<file path="src/dbcs_pkg.sv">
// ----------------------------------------------------------------------------
// dbcs_pkg
// Shared types, constants and helpers for the base composition counter.
// ----------------------------------------------------------------------------
package dbcs_pkg;

    // Counter width of every total
    localparam int CountWidth = 48;
    // Width and reset value of the run length register
    localparam int CfgWidth = 4;
    localparam logic [CfgWidth-1:0] CfgRunReset = 4'd8;
    // Longest run that is tracked; runs at this length or above never count
    localparam int MaxRunDefault = 15;
    // Depth of the queue between front and back
    localparam int QueueDepth = 2;

    // Input actions
    localparam logic ActSymbol = 1'b0;
    localparam logic ActEnd    = 1'b1;

    // Characters after lowering
    localparam logic [7:0] ChA    = 8'h61;
    localparam logic [7:0] ChC    = 8'h63;
    localparam logic [7:0] ChG    = 8'h67;
    localparam logic [7:0] ChT    = 8'h74;
    localparam logic [7:0] ChUpA  = 8'h41;
    localparam logic [7:0] ChUpZ  = 8'h5A;
    localparam logic [7:0] CaseOff = 8'h20;

    // Base codes, also the order of the per-base totals
    localparam logic [1:0] BaseA = 2'd0;
    localparam logic [1:0] BaseC = 2'd1;
    localparam logic [1:0] BaseG = 2'd2;
    localparam logic [1:0] BaseT = 2'd3;

    typedef enum logic [1:0] {
        KIND_BASE  = 2'd0,
        KIND_AMBIG = 2'd1,
        KIND_END   = 2'd2
    } t_kind;

    // Input request
    typedef struct packed {
        logic       action;
        logic [7:0] symbol;
    } t_item;

    // Result request
    typedef struct packed {
        logic [CountWidth-1:0] total_length;
        logic [CountWidth-1:0] ambiguous_count;
        logic [CountWidth-1:0] gc_count;
        logic [CountWidth-1:0] a_count;
        logic [CountWidth-1:0] c_count;
        logic [CountWidth-1:0] g_count;
        logic [CountWidth-1:0] t_count;
        logic [CountWidth-1:0] run_hits;
    } t_result;

    // Classified request handed from front to back
    typedef struct packed {
        t_kind      kind;
        logic [1:0] code;
        logic       is_gc;
    } t_token;

    // Saturating increment
    function automatic logic [CountWidth-1:0] sat_inc(input logic [CountWidth-1:0] v);
        return (&v) ? v : v + CountWidth'(1);
    endfunction

endpackage

</file>
<file path="src/dbcs_front.sv">
// ----------------------------------------------------------------------------
// dbcs_front
// Lowers incoming characters and classifies each request into a token.
// ----------------------------------------------------------------------------
module dbcs_front
    import dbcs_pkg::*;
(
    input  t_item  i_item,
    output t_token o_token
);

    logic [7:0] w_lower;

    // Lower upper-case letters
    always_comb begin
        if (i_item.symbol >= ChUpA && i_item.symbol <= ChUpZ) begin
            w_lower = i_item.symbol + CaseOff;
        end else begin
            w_lower = i_item.symbol;
        end
    end

    // Classify
    always_comb begin
        o_token.kind  = KIND_AMBIG;
        o_token.code  = BaseA;
        o_token.is_gc = 1'b0;
        if (i_item.action == ActEnd) begin
            o_token.kind = KIND_END;
        end else begin
            unique case (w_lower)
                ChA: begin
                    o_token.kind = KIND_BASE;
                    o_token.code = BaseA;
                end
                ChC: begin
                    o_token.kind  = KIND_BASE;
                    o_token.code  = BaseC;
                    o_token.is_gc = 1'b1;
                end
                ChG: begin
                    o_token.kind  = KIND_BASE;
                    o_token.code  = BaseG;
                    o_token.is_gc = 1'b1;
                end
                ChT: begin
                    o_token.kind = KIND_BASE;
                    o_token.code = BaseT;
                end
                default: begin
                    o_token.kind = KIND_AMBIG;
                end
            endcase
        end
    end

endmodule

</file>
<file path="src/dbcs_queue.sv">
// ----------------------------------------------------------------------------
// dbcs_queue
// Short token queue that lets the front and back stall on their own.
// ----------------------------------------------------------------------------
module dbcs_queue
    import dbcs_pkg::*;
(
    input  logic   i_clk,
    input  logic   i_rst_n,
    input  logic   i_push,
    input  t_token i_data,
    output logic   o_full,
    input  logic   i_pop,
    output logic   o_empty,
    output t_token o_data
);

    localparam int PtrW = (QueueDepth > 1) ? $clog2(QueueDepth) : 1;
    localparam int CntW = $clog2(QueueDepth + 1);

    t_token            r_mem [QueueDepth];
    logic [PtrW-1:0]   r_wr_ptr, n_wr_ptr;
    logic [PtrW-1:0]   r_rd_ptr, n_rd_ptr;
    logic [CntW-1:0]   r_count,  n_count;

    assign o_full  = (r_count == CntW'(QueueDepth));
    assign o_empty = (r_count == '0);
    assign o_data  = r_mem[r_rd_ptr];

    // Advance pointers and fill count
    always_comb begin
        n_wr_ptr = r_wr_ptr;
        n_rd_ptr = r_rd_ptr;
        n_count  = r_count;
        if (i_push) begin
            n_wr_ptr = (r_wr_ptr == PtrW'(QueueDepth - 1)) ? '0 : r_wr_ptr + PtrW'(1);
        end
        if (i_pop) begin
            n_rd_ptr = (r_rd_ptr == PtrW'(QueueDepth - 1)) ? '0 : r_rd_ptr + PtrW'(1);
        end
        if (i_push && !i_pop) begin
            n_count = r_count + CntW'(1);
        end else if (i_pop && !i_push) begin
            n_count = r_count - CntW'(1);
        end
    end

    always_ff @(posedge i_clk) begin
        if (!i_rst_n) begin
            r_wr_ptr <= '0;
            r_rd_ptr <= '0;
            r_count  <= '0;
        end else begin
            r_wr_ptr <= n_wr_ptr;
            r_rd_ptr <= n_rd_ptr;
            r_count  <= n_count;
        end
    end

    // Store entries
    always_ff @(posedge i_clk) begin
        if (i_push) begin
            r_mem[r_wr_ptr] <= i_data;
        end
    end

endmodule

</file>
<file path="src/dbcs_back.sv">
// ----------------------------------------------------------------------------
// dbcs_back
// Updates the totals and run tracking for each token; the totals are the
// output register.
// ----------------------------------------------------------------------------
module dbcs_back
    import dbcs_pkg::*;
#(
    parameter int MAX_RUN = MaxRunDefault
)
(
    input  logic                i_clk,
    input  logic                i_rst_n,
    input  logic                i_cfg_we,
    input  logic [CfgWidth-1:0] i_cfg_data,
    input  logic                i_tok_valid,
    input  t_token              i_token,
    output logic                o_tok_pop,
    output logic                o_valid,
    input  logic                i_ready,
    output t_result             o_result
);

    localparam int RunW = $clog2(MAX_RUN + 1);
    localparam int CmpW = (RunW > CfgWidth) ? RunW : CfgWidth;

    logic [CfgWidth-1:0]   r_cfg_run;
    logic                  r_out_vld,  n_out_vld;
    logic                  r_prev_vld, n_prev_vld;
    logic [1:0]            r_prev_code, n_prev_code;
    logic [RunW-1:0]       r_run,      n_run;
    t_result               r_tot,      n_tot;
    logic                  w_close_hit;

    assign o_valid   = r_out_vld;
    assign o_result  = r_tot;
    assign o_tok_pop = i_tok_valid && (!r_out_vld || i_ready);

    // A closed run counts when it matches the register and is below the cap
    assign w_close_hit = (r_run != '0) && (r_run < RunW'(MAX_RUN)) &&
                         (CmpW'(r_run) == CmpW'(r_cfg_run));

    // Update totals and run state for a popped token
    always_comb begin
        n_out_vld   = r_out_vld;
        n_prev_vld  = r_prev_vld;
        n_prev_code = r_prev_code;
        n_run       = r_run;
        n_tot       = r_tot;
        if (r_out_vld && i_ready) begin
            n_out_vld = 1'b0;
        end
        if (o_tok_pop) begin
            n_out_vld = 1'b1;
            case (i_token.kind)
                KIND_END: begin
                    if (w_close_hit) begin
                        n_tot.run_hits = sat_inc(r_tot.run_hits);
                    end
                    n_run      = '0;
                    n_prev_vld = 1'b0;
                end
                KIND_AMBIG: begin
                    n_tot.total_length    = sat_inc(r_tot.total_length);
                    n_tot.ambiguous_count = sat_inc(r_tot.ambiguous_count);
                    n_prev_vld            = 1'b0;
                end
                KIND_BASE: begin
                    n_tot.total_length = sat_inc(r_tot.total_length);
                    if (i_token.is_gc) begin
                        n_tot.gc_count = sat_inc(r_tot.gc_count);
                    end
                    if (r_prev_vld && (r_prev_code == i_token.code)) begin
                        if (r_run < RunW'(MAX_RUN)) begin
                            n_run = r_run + RunW'(1);
                        end
                    end else begin
                        if (w_close_hit) begin
                            n_tot.run_hits = sat_inc(r_tot.run_hits);
                        end
                        n_run = RunW'(1);
                    end
                    case (i_token.code)
                        BaseA:   n_tot.a_count = sat_inc(r_tot.a_count);
                        BaseC:   n_tot.c_count = sat_inc(r_tot.c_count);
                        BaseG:   n_tot.g_count = sat_inc(r_tot.g_count);
                        default: n_tot.t_count = sat_inc(r_tot.t_count);
                    endcase
                    n_prev_vld  = 1'b1;
                    n_prev_code = i_token.code;
                end
                default: begin
                    n_out_vld = 1'b1;
                end
            endcase
        end
    end

    always_ff @(posedge i_clk) begin
        if (!i_rst_n) begin
            r_cfg_run   <= CfgRunReset;
            r_out_vld   <= 1'b0;
            r_prev_vld  <= 1'b0;
            r_prev_code <= BaseA;
            r_run       <= '0;
            r_tot       <= '0;
        end else begin
            if (i_cfg_we) begin
                r_cfg_run <= i_cfg_data;
            end
            r_out_vld   <= n_out_vld;
            r_prev_vld  <= n_prev_vld;
            r_prev_code <= n_prev_code;
            r_run       <= n_run;
            r_tot       <= n_tot;
        end
    end

endmodule

</file>
<file path="src/dna_base_composition_stats.sv">
// ----------------------------------------------------------------------------
// dna_base_composition_stats
// Running base composition totals and homopolymer run counts over records.
// ----------------------------------------------------------------------------
// The block takes one request per clock while the queue has room: a sequence
// character or an end of record, and returns one result per request carrying
// the current saturating totals (length, ambiguous, G+C, A, C, G, T and
// matching run count). The front classifies each request into a two-entry
// token queue; the back pops one token per cycle while its result is free or
// taken and updates the counter bank, which is itself the output register. A
// request is written into the queue, then popped into the counter bank. The
// sustained rate is one request per cycle while the result side is ready.
// Write the run length register only while no request is in flight.
module dna_base_composition_stats
    import dbcs_pkg::*;
#(
    parameter int MAX_RUN = MaxRunDefault
)
(
    input  logic                i_clk,
    input  logic                i_rst_n,
    input  logic                i_valid,
    output logic                o_ready,
    input  t_item               i_item,
    output logic                o_valid,
    input  logic                i_ready,
    output t_result             o_result,
    input  logic                i_cfg_valid,
    output logic                o_cfg_ready,
    input  logic [CfgWidth-1:0] i_cfg_data
);

    t_token w_front_tok;
    t_token w_back_tok;
    logic   w_full;
    logic   w_empty;
    logic   w_pop;

    assign o_ready     = !w_full;
    assign o_cfg_ready = 1'b1;

    // Classify requests
    dbcs_front u_front (
        .i_item  (i_item),
        .o_token (w_front_tok)
    );

    // Decouple front and back
    dbcs_queue u_queue (
        .i_clk   (i_clk),
        .i_rst_n (i_rst_n),
        .i_push  (i_valid && !w_full),
        .i_data  (w_front_tok),
        .o_full  (w_full),
        .i_pop   (w_pop),
        .o_empty (w_empty),
        .o_data  (w_back_tok)
    );

    // Count
    dbcs_back #(
        .MAX_RUN (MAX_RUN)
    ) u_back (
        .i_clk       (i_clk),
        .i_rst_n     (i_rst_n),
        .i_cfg_we    (i_cfg_valid),
        .i_cfg_data  (i_cfg_data),
        .i_tok_valid (!w_empty),
        .i_token     (w_back_tok),
        .o_tok_pop   (w_pop),
        .o_valid     (o_valid),
        .i_ready     (i_ready),
        .o_result    (o_result)
    );

endmodule

</file>
<file path="config.mk">
export PLATFORM = sky130hd
export DESIGN_NAME = dna_base_composition_stats
export DESIGN_NICKNAME = d
export VERILOG_FILES = /design/src/dbcs_pkg.sv /design/src/dbcs_front.sv /design/src/dbcs_queue.sv /design/src/dbcs_back.sv /design/src/dna_base_composition_stats.sv
export SDC_FILE = /design/constraint.sdc
export NUM_CORES = 1
export LEC_CHECK = 0
export BUFFER_PORTS_ARGS = -buffer_cell sky130_fd_sc_hd__buf_2
export CAP_MARGIN = 0
export CORE_ASPECT_RATIO = 0.75
export CORE_MARGIN = 2
export CORE_UTILIZATION = 25
export DETAILED_ROUTE_END_ITERATION = 7
export GPL_TIMING_DRIVEN = 0
export PLACE_DENSITY_LB_ADDON = 0.2
export SYNTH_ARGS = -nofsm -noshare
export SYNTH_HDL_FRONTEND = slang
export SYNTH_SLANG_ARGS = --single-unit
export TNS_END_PERCENT = 30
</file>
<file path="constraint.sdc">
create_clock -name i_clk -period 3.8 [get_ports i_clk]
set_input_delay 0.38 -clock i_clk [delete_from_list [all_inputs] [get_ports i_clk]]
set_output_delay 0.38 -clock i_clk [all_outputs]
set_load 0.03 [all_outputs]
</file>
* After elaboration in Yosys (flattened, before gate mapping)
Memory sizes are Yosys's and may differ from the RTL's. A register that Yosys moved wholly into a read port is not among the register bits.
Index checks and enable logic that the tools add are counted.
** Storage, ports and cells
- Bits in registers :: 400
- RAM bits :: 10
- Input bits :: 18
- Word-level logic and storage cells :: 126
- Memories :: 1
** Cells by class
- $add $sub $neg :: 14
- Magnitude comparators :: 3
- Eq/ne operators :: 13
- Multiplexer cells :: 24
- Bitwise gates (word level) :: 8
- Reduce and logical (&&, ||, !) cells :: 47
** Memories
- u_queue.r_mem :: depth 2, bits a word 5, read ports 1, clocked after Yosys merged registers in 1, write ports 1, line dbcs_queue.sv:21 : t_token r_mem [QueueDepth];
** Operators with widths (count)
- 48-bit by 1-bit adder with 48-bit output, second input constant :: 8
- 48-bit AND reduction :: 8
- 48-bit 2-to-1 mux :: 3
- 48-bit one-hot mux with 2 select lines :: 1
- 8-bit by 7-bit == test with 1-bit output, second input constant :: 4
- 4-bit AND reduction :: 5
- 3-bit AND reduction :: 4
- 1-bit 2-to-1 mux :: 10
- 1-bit logical AND :: 9
- 8-bit by 6-bit adder with 8-bit output, second input constant :: 1
- 8-bit by 7-bit >= comparator with 1-bit output, second input constant :: 1
- 8-bit by 7-bit less-or-equal comparator with 1-bit output, second input constant :: 1
- 4-bit 2-to-1 mux :: 2
- 8-bit 2-to-1 mux :: 1
- 1-bit NOT :: 8
- 4-bit one-hot mux with 2 select lines :: 1
- 2-bit nonzero test :: 4
- 2-bit == test, second input constant :: 3
- 2-bit logical NOT :: 3
- 2-bit 2-to-1 mux :: 3
- 2-bit one-hot mux with 3 select lines :: 1
- 2-bit OR reduction :: 3
- 1-bit logical NOT :: 5
- 4-bit by 1-bit adder with 4-bit output, second input constant :: 1
- other kinds (16) :: 19

* Depth between registers and ports, before layout
- Depth in word-level cells :: 7
- Gate-level depth with buffers :: 10
- Mapped depth without buffers :: 9

* Cells and area by module
A second synthesis with hierarchy kept.
** Second synthesis, totals
- Cell total of the unflattened synthesis :: 2490
- Area, all modules :: 20543.5 um2
** By module, submodules not included
- dbcs_back :: times used 1, cells each 2424, area an instance 19779.0 um2
- dbcs_queue :: times used 1, cells each 37, area an instance 575.6 um2
- dbcs_front :: times used 1, cells each 24, area an instance 163.9 um2
- dna_base_composition_stats :: times used 1, cells each 5, area an instance 25.0 um2

* Worst setup path after synthesis
No wires, ideal clock.
- Path kind :: flip-flop to flip-flop
- Start point :: reg u_back.r_tot (netlist bit u_back.o_result[0])
- End point :: reg u_back.r_tot (netlist bit u_back.o_result[34])
- Setup time :: 0.115 ns
- Arrival time :: 2.660 ns
- Data required time :: 3.685 ns
- Setup slack :: 1.025 ns
- Stages on the path, launching flop included :: 11
- Buffers on the path :: 2
- Cell sequence :: dfxtp_1 ha_1 nand2_1 or3_1 or2_1 or3_1 clkbuf_1 and4_1 clkbuf_1 nor3b_1 o21a_1
** Between the ends
- Cells in the longest elaborated chain, start to end :: 5
- Elaborated cells on any way between the ends :: 6
- Classes of those cells :: add/sub (1); mux (4); reduce/logical (1)
** Ends and longest elaborated chain
- from (decl) :: line dbcs_back.sv:32 : t_result r_tot, n_tot;
- from (signal assigned) :: line dbcs_back.sv:115 : r_tot <= n_tot;
- 48-bit by 1-bit adder with 48-bit output or 48-bit AND reduction (tied branches) :: line dbcs_pkg.sv:69 : return (&v) ? v : v + CountWidth'(1);
- 48-bit 2-to-1 mux (*) :: line dbcs_pkg.sv:69
- 48-bit 2-to-1 mux (*) :: line dbcs_back.sv:57, dbcs_back.sv:78
- 48-bit 2-to-1 mux :: line dbcs_back.sv:73 : if (r_prev_vld && (r_prev_code == i_token.code)) begin
- 48-bit one-hot mux with 2 select lines (*) :: line dbcs_back.sv:55 : case (i_token.kind)
Mark *: on every way between the ends. The rest lies on a longest branch, timed or not. The select of a mux whose other input is x is not followed.
A chain may end at the register's enable or synchronous reset.

==> results.ini <==
[logic_synthesis]
syn_area_um2=19400
synth_cell_types=70
ys.warnings.count=0
syn_nets=2351
synth-async-reset-ratio=0
synthCells=2321
synth-main-ff-cell=dfxtp_1
synth_edf_count=10
ys_seq_elements=411
avgSynthCellArea_um2=8.36
synth-seq-area-share=0.429

[sta]
hold_viol=0
setup_violations=0
fin_crit_ns=3.52
worst_slew_pin_slew_ns=1.26
skew_ns=0.0138
fin_tns_setup_ns=0
finalCritPeriodShare=0.926
timing.hold.ws_ns=0.0779
rsz0062_at_grt=false
fmax_ghz=0.284
slew_viol_final=0
relSlewSlack=0.162
worst_slack_ns=0.281

[final_layout]
antennaDiodeCount=0
stdcell_area_um2=24400
drive_above_1_share=0.183
syn_to_final_growth_pct=25.8
instances_no_fill=3850
finalNetCount=2807

[clock_network]
cts_htree_levels=2
post_cts_buffers=0
numCtsBuffers=50
clk_latency_ns=0.60
cts.sinks=411
cts_root_buf=clkbuf_16
cts_buffer_depth=3
cts_tree=yes
cts.clk_slew.worst_paths_ns=0.06

[routing]
routed_wl_um=69600
post_drt_wl_per_cell_um=18.1
vias=18025
drc_errors=0
drtIter0Drc=1065
drtAntennaViolNets=0
vias_per_cell=4.68
first_pass_iters=5

[setup_path]
slowest_delay_ns=0.81
crit_path_end_kind=flop
critical_path_class=reg2reg
crit_fanout=10
reg2reg_slack_ns=0.28
crit_arrival_ns=3.98
path_cells=buf_6 -> mux2i_2 -> clkdlybuf4s15_1 -> nand2_1 -> a211oi_2 -> nand4_1 -> xor2_1 -> nor2_1
crit_slowest_cell=clkdlybuf4s15_1
required_ns=4.27
crit_path_start_kind=flop

[hold_path]
hold_path.class=in2reg

[power]
ir_drop_v=0.000246
power.density_nw_per_um2=422
p_leak_nw=9.39

[placed_design]
port_buffers=402
post-place-ws_ns=-0.0890
hpwl_um=52200
gp_congestion=0.803
dpl_cell_area_um2=22700
placedCellCount=3758

[floorplanning]
die_h_um=245
fp.dieW_um=326
core_um2=76900
num_rows=88
dieArea_um2=79900
ioPinCount=405
initial_core_util=0.253

[global_routing]
grt_usage=0.168
grt_max_degree=13
grt_pass1_wl_um=104000
grt_overflow=0
grt_pass1_vias=16417
antenna_found_initial=4

[job]
drv_cap=0

[run_status]
outcome=completed

==> worst max-delay path, delay by kind of cell (launching register included) <==
family / cells / cell delay (ns)
AO/OA/AOI/OAI: 1 / 0.63
flip-flops: 1 / 0.36
multiplexers: 1 / 0.59
AND/OR/NAND/NOR: 3 / 0.62
buffers and inverters: 2 / 0.98
XOR/XNOR: 1 / 0.18
==> cells in the mapped netlist (4+ instances only) <==
master | instances | area [um^2]
dfxtp_1 | 401 | 8030
nand2_1 | 182 | 683
and2_1 | 38 | 238
a211oi_1 | 4 | 30.0
nor4_1 | 38 | 238
or4_1 | 10 | 75.1
or3_1 | 50 | 313
mux2_2 | 4 | 45.0
mux2i_1 | 18 | 180
ha_1 | 12 | 150
and4_1 | 49 | 429
nor3_1 | 88 | 440
a31oi_1 | 6 | 37.5
nor2_1 | 394 | 1480
a21oi_1 | 65 | 325
clkbuf_1 | 80 | 300
and3_1 | 69 | 432
o2111ai_1 | 4 | 35.0
o21ai_0 | 52 | 260
nand3_1 | 163 | 816
edfxtp_1 | 10 | 300
or2_2 | 10 | 62.6
nor4b_1 | 4 | 35.0
inv_1 | 35 | 131
nand2b_1 | 15 | 93.8
nand4_1 | 135 | 845
nor3b_1 | 5 | 37.5
xor2_1 | 174 | 1520
xnor2_1 | 151 | 1320
==> logic make-up (layout without fill, tap and decap cells) <==
group                    after synthesis  count (layout)  share of synthesized area
buffers and inverters                121             615                     0.0242
XOR/XNOR                             325             325                      0.147
other                                  1               1                   0.000193
AND/OR/NAND/NOR                     1267            1267                      0.328
AO/OA/AOI/OAI                        162             162                     0.0527
flip-flops                           411             411                      0.429
adder cells (fa/ha/maj)               12              12                    0.00773
multiplexers                          22              22                     0.0116
==> stage by stage <==
step	utilization	power, mW
after CTS	0.318	10.5
after global routing	0.318	10.8
after detailed placement	0.296	5.44
after global placement	0.296	5.44
final	0.318	10.3
after floorplan	-	5.11
==> worst paths after layout <==
kind | from | to | cells past startpoint
worst max-delay path | flop | u_back.o_result[159] | 8
worst min-delay path | i_item[8] | u_queue.r_mem[1][4] | 1
worst max register to register | flop | u_back.o_result[159] | 8
worst min register to register | u_back.o_result[46] | u_back.o_result[46] | 2
==> layout make-up <==
class                           instances  area, um^2
Sequential cell                       411        8330
Clock buffer                           68        1430
Multi-Input combinational cell       1789       10600
Fill cell                            8347       52400
Tap cell                             1035        1290
Clock inverter                         22         241
Inverter                               35         131
Timing Repair Buffer                  404        2030
Buffer                                 86         345
==> flip-flops by register name (all words and copies together), names as in the netlist, named ones only <==
name                cells
u_back.r_prev_vld       1
u_back.o_result       384
u_back.r_run            4
u_queue.r_wr_ptr        1
u_queue.r_count         2
u_queue.r_mem          10
u_queue.r_rd_ptr        1
u_back.o_valid          1
u_back.r_cfg_run        4
u_back.r_prev_code      2
==> metal layers <==
metal  routed length [um]  vias up  global-route usage
li1                     -     9034                   -
met2                29400      402               0.247
met5                   21        -                   0
met3                 4560       79              0.0433
met1                34500     8506               0.243
met4                 1150        4              0.0362
==> where the power goes <==
group          total (mW)  internal [mW]  switching [mW]
Combinational       0.866          0.255           0.611
Clock                4.97           2.97            2.01
Sequential           4.47           4.40          0.0710
Total                10.3           7.62            2.69
==> timing repair <==
action	4_1_cts	5_1_grt
endpoints found under the setup margin	13	1
hold endpoints to repair	2	0
hold buffers	2	0
gates resized for setup	1	2
==> cell usage in the layout (no fill, tap or decap), types with 5 or more instances in the layout <==
cell       netlist  final
nand4_1        135    135
o21ai_0         52     52
or4_1           10     10
xor2_1         174    174
xnor2_1        151    151
clkbuf_1        80     88
mux2i_1         18     17
nand2b_1        15     15
clkbuf_16        0     53
nand2_1        182    182
inv_1           35     35
nor4_1          38     38
or3_1           50     50
ha_1            12     12
or2_2           10     10
and4_1          49     49
edfxtp_1        10     10
clkinv_2         0     10
buf_2            3    405
nand3_1        163    163
clkbuf_8         0      5
bufinv_16        0      5
nor2_1         394    394
and2_1          38     38
nor3_1          88     88
and3_1          69     69
dfxtp_1        401    401
nor3b_1          5      5
a21oi_1         65     65
a31oi_1          6      6
Power figures use the tool's default switching activity.
